### src/hw/rtl/mroe_pkg.sv
// Shared types and constants for the matrix row operation engine.
package mroe_pkg;

  localparam int unsigned MAX_DIM   = 64;
  localparam int unsigned DIM_W     = $clog2(MAX_DIM);
  localparam int unsigned CNT_W     = DIM_W + 1;
  localparam int unsigned ADDR_W    = 2 * DIM_W;
  localparam int unsigned MEM_DEPTH = MAX_DIM * MAX_DIM;
  localparam int unsigned DATA_W    = 32;
  localparam int unsigned OP_W      = 3;
  localparam int unsigned FIELD_W   = 6;
  localparam int unsigned CFG_IDX_W = 2;
  localparam int unsigned CFG_DAT_W = 7;

  localparam logic [OP_W-1:0] OP_WRITE = 3'd0;
  localparam logic [OP_W-1:0] OP_READ  = 3'd1;
  localparam logic [OP_W-1:0] OP_ADD   = 3'd2;
  localparam logic [OP_W-1:0] OP_SUB   = 3'd3;
  localparam logic [OP_W-1:0] OP_NEG   = 3'd4;
  localparam logic [OP_W-1:0] OP_SWAP  = 3'd5;

  localparam logic [CFG_IDX_W-1:0] CFG_ROW_COUNT    = 2'd0;
  localparam logic [CFG_IDX_W-1:0] CFG_COLUMN_COUNT = 2'd1;

  typedef struct packed {
    logic [OP_W-1:0]          operation;
    logic [FIELD_W-1:0]       row_a;
    logic [FIELD_W-1:0]       row_b;
    logic [FIELD_W-1:0]       column;
    logic signed [DATA_W-1:0] multiplier;
    logic signed [DATA_W-1:0] element_value;
  } in_item_t;

  typedef struct packed {
    logic signed [DATA_W-1:0] read_value;
    logic                     status;
  } out_item_t;

  typedef struct packed {
    logic             load;
    logic             wr_elem;
    logic             rd_elem;
    logic             issue;
    logic [DIM_W-1:0] col;
    logic             fin;
    logic             fin_read;
    logic             fin_status;
  } cmd_t;

endpackage

### src/hw/rtl/mroe_ctrl.sv
// Controller: size registers, index checks and operation sequencer.
module mroe_ctrl (
  input  logic                           clk_i,
  input  logic                           rst_ni,
  input  logic                           in_valid_i,
  output logic                           in_ready_o,
  input  mroe_pkg::in_item_t             in_data_i,
  output logic                           out_valid_o,
  input  logic                           out_ready_i,
  input  logic                           cfg_valid_i,
  output logic                           cfg_ready_o,
  input  logic [mroe_pkg::CFG_IDX_W-1:0] cfg_index_i,
  input  logic [mroe_pkg::CFG_DAT_W-1:0] cfg_data_i,
  output mroe_pkg::cmd_t                 cmd_o
);

  typedef enum logic [2:0] {
    S_IDLE,
    S_WRITE,
    S_READ,
    S_ROW,
    S_SWAP_RD,
    S_SWAP_GAP,
    S_DRAIN,
    S_FINISH
  } state_e;

  localparam logic [mroe_pkg::CNT_W-1:0] DIM_MAX = mroe_pkg::CNT_W'(mroe_pkg::MAX_DIM);
  localparam logic [1:0]                 DRAIN_LEN = 2'd1;

  state_e                        state_q, state_d;
  logic [mroe_pkg::CNT_W-1:0]    row_cnt_q, row_cnt_d;
  logic [mroe_pkg::CNT_W-1:0]    col_cnt_q, col_cnt_d;
  logic [mroe_pkg::DIM_W-1:0]    col_q, col_d;
  logic [1:0]                    drain_q, drain_d;
  logic                          fin_read_q, fin_read_d;
  logic                          fin_status_q, fin_status_d;
  logic                          out_valid_q, out_valid_d;

  logic [mroe_pkg::CNT_W-1:0]    nr;
  logic [mroe_pkg::CNT_W-1:0]    nc;
  logic [mroe_pkg::CNT_W-1:0]    nc_m1;
  logic                          last_col;
  logic                          ra_ok;
  logic                          rb_ok;
  logic                          col_ok;
  logic                          err;

  assign nr       = (row_cnt_q > DIM_MAX) ? DIM_MAX : row_cnt_q;
  assign nc       = (col_cnt_q > DIM_MAX) ? DIM_MAX : col_cnt_q;
  assign nc_m1    = nc - mroe_pkg::CNT_W'(1);
  assign last_col = (col_q == nc_m1[mroe_pkg::DIM_W-1:0]);
  assign ra_ok    = ({1'b0, in_data_i.row_a} < nr);
  assign rb_ok    = ({1'b0, in_data_i.row_b} < nr);
  assign col_ok   = ({1'b0, in_data_i.column} < nc);

  always_comb begin
    err = 1'b1;
    if ((nr != '0) && (nc != '0) && ra_ok) begin
      case (in_data_i.operation)
        mroe_pkg::OP_WRITE: err = !col_ok;
        mroe_pkg::OP_READ:  err = !col_ok;
        mroe_pkg::OP_ADD:   err = !rb_ok;
        mroe_pkg::OP_SUB:   err = !rb_ok;
        mroe_pkg::OP_NEG:   err = 1'b0;
        mroe_pkg::OP_SWAP:  err = !rb_ok;
        default:            err = 1'b1;
      endcase
    end
  end

  always_comb begin
    row_cnt_d = row_cnt_q;
    col_cnt_d = col_cnt_q;
    if (cfg_valid_i) begin
      case (cfg_index_i)
        mroe_pkg::CFG_ROW_COUNT:    row_cnt_d = cfg_data_i;
        mroe_pkg::CFG_COLUMN_COUNT: col_cnt_d = cfg_data_i;
        default:                    ;
      endcase
    end
  end

  always_comb begin
    state_d      = state_q;
    col_d        = col_q;
    drain_d      = drain_q;
    fin_read_d   = fin_read_q;
    fin_status_d = fin_status_q;
    out_valid_d  = out_valid_q && !out_ready_i;
    in_ready_o   = 1'b0;
    cmd_o        = '0;
    cmd_o.col    = col_q;
    case (state_q)
      S_IDLE: begin
        in_ready_o = 1'b1;
        if (in_valid_i) begin
          cmd_o.load   = 1'b1;
          col_d        = '0;
          fin_status_d = err;
          fin_read_d   = 1'b0;
          if (err) begin
            state_d = S_FINISH;
          end else begin
            case (in_data_i.operation)
              mroe_pkg::OP_WRITE: state_d = S_WRITE;
              mroe_pkg::OP_READ: begin
                state_d    = S_READ;
                fin_read_d = 1'b1;
              end
              mroe_pkg::OP_SWAP:  state_d = S_SWAP_RD;
              default:            state_d = S_ROW;
            endcase
          end
        end
      end
      S_WRITE: begin
        cmd_o.wr_elem = 1'b1;
        state_d       = S_FINISH;
      end
      S_READ: begin
        cmd_o.rd_elem = 1'b1;
        state_d       = S_FINISH;
      end
      S_ROW: begin
        cmd_o.issue = 1'b1;
        if (last_col) begin
          drain_d = DRAIN_LEN;
          state_d = S_DRAIN;
        end else begin
          col_d = col_q + 1'b1;
        end
      end
      S_SWAP_RD: begin
        cmd_o.issue = 1'b1;
        state_d     = S_SWAP_GAP;
      end
      S_SWAP_GAP: begin
        if (last_col) begin
          drain_d = DRAIN_LEN;
          state_d = S_DRAIN;
        end else begin
          col_d   = col_q + 1'b1;
          state_d = S_SWAP_RD;
        end
      end
      S_DRAIN: begin
        if (drain_q == '0) begin
          state_d = S_FINISH;
        end else begin
          drain_d = drain_q - 1'b1;
        end
      end
      S_FINISH: begin
        if (!out_valid_q || out_ready_i) begin
          cmd_o.fin        = 1'b1;
          cmd_o.fin_read   = fin_read_q;
          cmd_o.fin_status = fin_status_q;
          out_valid_d      = 1'b1;
          state_d          = S_IDLE;
        end
      end
      default: state_d = S_IDLE;
    endcase
  end

  always_ff @(posedge clk_i or negedge rst_ni) begin
    if (!rst_ni) begin
      state_q      <= S_IDLE;
      row_cnt_q    <= '0;
      col_cnt_q    <= '0;
      col_q        <= '0;
      drain_q      <= '0;
      fin_read_q   <= 1'b0;
      fin_status_q <= 1'b0;
      out_valid_q  <= 1'b0;
    end else begin
      state_q      <= state_d;
      row_cnt_q    <= row_cnt_d;
      col_cnt_q    <= col_cnt_d;
      col_q        <= col_d;
      drain_q      <= drain_d;
      fin_read_q   <= fin_read_d;
      fin_status_q <= fin_status_d;
      out_valid_q  <= out_valid_d;
    end
  end

  assign cfg_ready_o = 1'b1;
  assign out_valid_o = out_valid_q;

endmodule

### config.mk
export PLATFORM = sky130hd
export DESIGN_NAME = mroe_ctrl
export DESIGN_NICKNAME = d
export VERILOG_FILES = /design/src/hw/rtl/mroe_pkg.sv /design/src/hw/rtl/mroe_ctrl.sv
export SDC_FILE = /design/constraint.sdc
export NUM_CORES = 1
export LEC_CHECK = 0
export BUFFER_PORTS_ARGS = -buffer_cell sky130_fd_sc_hd__buf_2
export CORE_UTILIZATION = 41
export DETAILED_ROUTE_END_ITERATION = 8
export GPL_TIMING_DRIVEN = 0
export PLACE_DENSITY = 0.77
export SLEW_MARGIN = 40
export SYNTH_ARGS = -nofsm -noshare
export SYNTH_HDL_FRONTEND = slang
export SYNTH_SLANG_ARGS = --single-unit
### constraint.sdc
create_clock -name clk_i -period 2.5 [get_ports clk_i]
set_clock_uncertainty 0.15 [all_clocks]
set_input_delay 0.125 -clock clk_i [delete_from_list [all_inputs] [get_ports clk_i]]
set_output_delay 0.125 -clock clk_i [all_outputs]
set_load 0.02 [all_outputs]
# Word-level counts from Yosys, hierarchy flattened
# Index checks and enable logic that the tools add are counted.
# Widths: inputs -> output; s select.
dict set report classes {
  n_eq_ne 21
  n_shift 0
  addsub 3
  reduce_logical 27
  n_lt_le_gt_ge 5
  bitwise 0
  n_mul 0
  div_mod_pow 0
  n_mux 30
}
# operator count
set ops {}
lappend ops {{$lt 6x7->1} 3}
lappend ops {{$mux 3} 7}
lappend ops {{$pmux 3 s7} 1}
lappend ops {{$eq 3x3->1 const B} 6}
lappend ops {{$gt 7x7->1 const B} 2}
lappend ops {{$mux 7} 2}
lappend ops {{$reduce_bool 7->1} 2}
lappend ops {{$eq 3x2->1 const B} 4}
lappend ops {{$mux 6} 2}
lappend ops {{$ne 2x2->1 const B} 6}
lappend ops {{$pmux 6 s2} 1}
lappend ops {{$mux 1} 11}
lappend ops {{$pmux 3 s3} 1}
lappend ops {{$reduce_or 2->1} 4}
lappend ops {{$add 6x1->6 const B} 1}
lappend ops {{$eq 3x1->1 const B} 2}
lappend ops {{$eq 6x6->1} 1}
lappend ops {{$logic_not 3->1} 2}
lappend ops {{$mux 2} 3}
lappend ops {{$reduce_and 2->1} 3}
lappend ops {{$reduce_and 3->1} 2}
lappend ops {{$sub 6x1->6 const B} 1}
lappend ops {{$logic_not 1->1} 4}
lappend ops {{$logic_not 2->1} 2}
lappend ops {{10 further kinds} 13}
dict set report word_totals {
  mem_bits_rw 0
  register_bits 28
  elab_cells 94
  latch_bits 0
  out_inout_bits 16
  mem_count 0
  romBits 0
}

# Logic depth before layout (Yosys ltp)
dict set report depth {
  word_depth 9
  depth_mapped 10
  ltp_nobuf 9
}

# Least setup slack after synthesis
# OpenSTA, ideal clock, no wires.
dict set report synth_path {
  kind {reg2reg}
  from {reg col_cnt_q[6] in the netlist's numbering}
  to {reg drain_q[1]}
  path_stages_with_launch 11
  period_less_slack_ps 2748
  path_buffers 2
  setup_slack_ps -248
  arrival_time_ps 2471
  path_cell_list {dfrtp_1 clkbuf_1 nand2b_1 ha_1 or4b_1 o211ai_1 xor2_2 nor4_1 buf_4 a31oi_4 mux2_1}
}
dict set report synth_between {
  elab_chain_cells 6
}
# element line_no
set synth_rtl {}
lappend synth_rtl {{start, declared} mroe_ctrl.sv:33} ;# logic [mroe_pkg::CNT_W-1:0] col_cnt_q, col_cnt_d;
lappend synth_rtl {{start signal, assigned} mroe_ctrl.sv:180} ;# col_cnt_q <= col_cnt_d;
lappend synth_rtl {{$gt 7x7->1} mroe_ctrl.sv:50} ;# assign nc = (col_cnt_q > DIM_MAX) ? DIM_MAX : col_cnt_q;
lappend synth_rtl {{$mux 7} mroe_ctrl.sv:50}
lappend synth_rtl {{$sub 6x1->6} mroe_ctrl.sv:51} ;# assign nc_m1 = nc - mroe_pkg::CNT_W'(1);
lappend synth_rtl {{$eq 6x6->1} mroe_ctrl.sv:52} ;# assign last_col = (col_q == nc_m1[mroe_pkg::DIM_W-1:0]);
lappend synth_rtl {{$ne 2x1->1 (no line)} --}
lappend synth_rtl {{$reduce_and 3->1 (no line)} --}
lappend synth_rtl {{end signal, assigned} mroe_ctrl.sv:182} ;# drain_q <= drain_d;
lappend synth_rtl {{end, declared} mroe_ctrl.sv:35} ;# logic [1:0] drain_q, drain_d;
# Every way passes these cells.
# A chain may end at the register's enable or synchronous reset.

# Worst setup path in the final report
# Same ends and word-level chain as after synthesis.

==> key figures <==
Setup path
  – Data arrival, critical path: between 2 and 3 ns
  – Crit path capture type: register
  – Crit path max fanout: 6
  – Slowest cell on crit path: or4b_4
  – Setup CP Type: reg -> reg
  – Family with the most delay on the worst path: simple AND/OR/NAND/NOR gates
  – Crit-path max cell delay: between 0.4 and 0.5 ns
  – CP bufs+invs: 2
  – Required time of the critical path: 2.52 ns
  – Worst setup SP type: register
  – Worst path cell trace: clkbuf_8 > nand2b_4 > ha_4 > or4b_4 > o211ai_1 > xor2_2 > nor4_4 > buf_6 > a31oi_4 > mux2_4

Global routing
  – Initial antenna violation count: 0
  – GRT Util Overall: 19.60%
  – First-pass GRT wire length: 8252 µm
  – Largest net degree at the start of global routing: 29
  – GR Overflow Total: 0
  – Vias in the first global route: ~1900

Worst hold path
  – HP Class: in -> reg

Synthesis
  – Asr flop ratio synth: between 90% and 100%
  – Post-Syn Instances: between 200 and 250
  – Yosys top cell by area: dfrtp_1
  – Syn_nets: about 340
  – Post-synth EDFFs: 0
  – Top_reg_cell synth: dfrtp_1
  – XOR/XNOR Fraction of Synth Area: approximately 5.2%
  – Synth Area per Inst: 9.345 µm²
  – Register area share after synthesis: around a third
  – Most numerous cell in the Yosys netlist: dfrtp_1
  – Main area contributors after synthesis: dfrtp_1 33%, ha_1 9.5%, mux2_2 7.5%, nand2_1 3.9%, a21oi_1 3.8%
  – Ranking of synthesized cells by instance count: 28 x dfrtp_1, 22 x nand2_1, 16 x a21oi_1, 16 x ha_1, 14 x mux2_2
  – Post-synth top area share: 33.18%
  – Synth Area in Simple Gates: 22.99%
  – Compound-Gate Fraction of Synth Area: between 10% and 20%
  – Yosys warnings: 0
  – Mux contribution to synthesized area: approximately 8.5%
  – Synth Area in Adders: 9.953%
  – Post-synthesis register bit count: 28
  – Synth Cell Area: approximately 2100 µm²
  – Cell variety after synth: 51
  – Combinational family with the most area after synthesis: simple AND/OR/NAND/NOR gates

Power
  – Peak VDD IR: approximately 0.41 mV
  – Pleak: about 1.2 nW
  – PwrDens: 825.8 nW/µm²

Clocking
  – Worst-path clk slew: 0.09 ns
  – CTS tree: done
  – Worst-case clock buffer depth: 2
  – CTS H-Tree Depth: 1
  – Clock Sinks: 28
  – Clk Latency, worst-skew pair: ~0.28 ns
  – Clock Tree Root: clkbuf_8
  – CTS Buf Count: 3

Final layout
  – Area grow syn2layout: 31.69%
  – Final Non-Filler Cells: between 300 and 400
  – Final Core Density: between 50% and 60%
  – ANT cells: 0
  – Layout cells sized above 1: a little over a third
  – FF+latch area: 700.7 µm²
  – Nets@finish: 413
  – Multi-input gate area: roughly 1500 µm²
  – FILL cells: ~440

STA
  – Final worst slack: -0.1621 ns
  – F_max: approximately 380 MHz
  – Unrepaired setup endpoints after global routing: yes
  – Slew headroom: a little under three fifths
  – Worst-Margin Slew: approximately 0.65 ns
  – Crit path time final: about 2.7 ns
  – Final Slew Violations: 0
  – Final Hold Fails: 0
  – Final setup fails: 9
  – Worst hold margin: ~0.039 ns
  – Crit share post-route: 106.5%

Die
  – Cell Rows: 25
  – Die height: between 70 and 80 µm
  – Die Wd: 73.77 µm
  – Ports: about 120
  – Die area: 5442 µm²
  – Initial core utilization: between 40% and 50%
  – Core Footprint: slightly below 5000 µm²

Detailed routing
  – Wirelength per Cell: 14.02 µm
  – DR vias/cell: 5.438
  – Routed Antenna Nets: 0
  – Met3 WL: 199 µm
  – DR vias: a little under 2000
  – DRT iter0 DRCs: about 120
  – Drt pass-1 iters: 4
  – Final wirelength: between 5000 and 6000 µm
  – Wl on met1: roughly 2200 µm
  – Metal2 WL: 2626 µm
  – Uppermost layer routed: met4
  – DR DRC count: 0

Place
  – Port Buffers: between 40 and 50
  – DP Worst Slack: -0.3215 ns
  – Routability Congestion: roughly 0.84
  – DP Cell Count: 341
  – Hpwl dp: ~3700 µm

Run status
  – Status: finished with violations
  – Violated checks: negative setup slack

Run
  – MaxCap Viol Count: 0
[area by class of cell]
| cell class | count | area share (%) |
|---|---|---|
| Buffer | 8 | 1.844 |
| Clock buffer | 3 | 1.484 |
| Inverter | 10 | 1.350 |
| Multi-Input combinational cell | 180 | 52.41 |
| Sequential cell | 28 | 25.19 |
| Tap cell | 67 | 3.014 |
| Timing Repair Buffer | 67 | 14.71 |
[state kept, by name (all words and copies together) (netlist names)]
| signal | count |
|---|---|
| col_q | 6 |
| out_valid_o | 1 |
| fin_read_q | 1 |
| state_q | 3 |
| fin_status_q | 1 |
| row_cnt_q | 7 |
| col_cnt_q | 7 |
| drain_q | 2 |
[metrics by stage]
step | instance area, µm² | setup TNS, ns | power (mW)
final | 2781 | -0.8993 | 2.297
after global routing | 2781 | -2.165 | 2.482
after CTS | 2725 | -0.5836 | 2.235
after detailed placement | 2460 | -1.333 | 1.850
after global placement | 2455 | -0.9897 | 1.807
after floorplan | 2131 | -0.06360 | 1.558
[final timing paths]
path | start | end | slack, ns | depth (start not counted)
min in group asynchronous | rst_ni | col_q[4] | 0.25 | 2
hold reg to reg | fin_read_q | fin_read_q | 0.36 | 1
hold / removal | in_valid_i | state_q[1] | 0.04 | 3
setup / recovery | col_cnt_q[6] | drain_q[1] | -0.16 | 10
setup reg to reg | col_cnt_q[6] | drain_q[1] | -0.16 | 10
max in group asynchronous | rst_ni | col_cnt_q[4] | 1.52 | 2
[power breakdown]
| group | switching (mW) | internal (mW) |
|---|---|---|
| Clock | 0.134 | 0.108 |
| Combinational | 0.724 | 0.589 |
| Sequential | 0.159 | 0.583 |
| Total | 1.02 | 1.28 |
[layer usage]
metal  GRT usage (%)  vias to the layer above
li1                -                      966
met1           22.45                      950
met2           37.82                       50
met3           3.704                        8
met4           3.205                        0
met5               0                        -
[logic make-up (layout without fill, tap and decap cells)]
| family | count (synthesis) | in the layout |
|---|---|---|
| muxes | 16 | 16 |
| buffers and inverters | 18 | 88 |
| adders and majority gates | 17 | 17 |
| other | 1 | 1 |
| AOI/OAI and AO/OA | 48 | 48 |
| xor gates and xnor gates | 10 | 10 |
| DFF | 28 | 28 |
| and+or+nand+nor | 88 | 88 |
[placed cells by master, fill, tap and decap left out, types with 6 or more instances in the layout]
cell type	instances
buf_2	48
dfrtp_1	28
nand2_1	22
ha_1	15
mux2_2	14
a21oi_1	13
nor2_1	11
buf_4	10
inv_1	9
nand2b_1	9
dlygate4sd3_1	9
nor3_1	6
[timing repair]
action	CTS	global route
cloned	0	0
endpoints found under the hold margin	43	0
hold buffers	9	0
resized for setup	14	9
setup endpoints to repair	11	13
pin swaps	11	9
buffers inserted	8	2
[worst register-to-register path, delay by kind of cell, from the launching register on]
kind / cells / cell delay [ns]
AO/OA/AOI/OAI: 2 / 0.35
XOR/XNOR: 1 / 0.24
adder cells (fa/ha/maj): 1 / 0.15
buffers and inverters: 2 / 0.31
flip-flops: 1 / 0.42
multiplexers: 1 / 0.31
AND/OR/NAND/NOR: 3 / 0.64
Power figures use the tool's default switching activity.
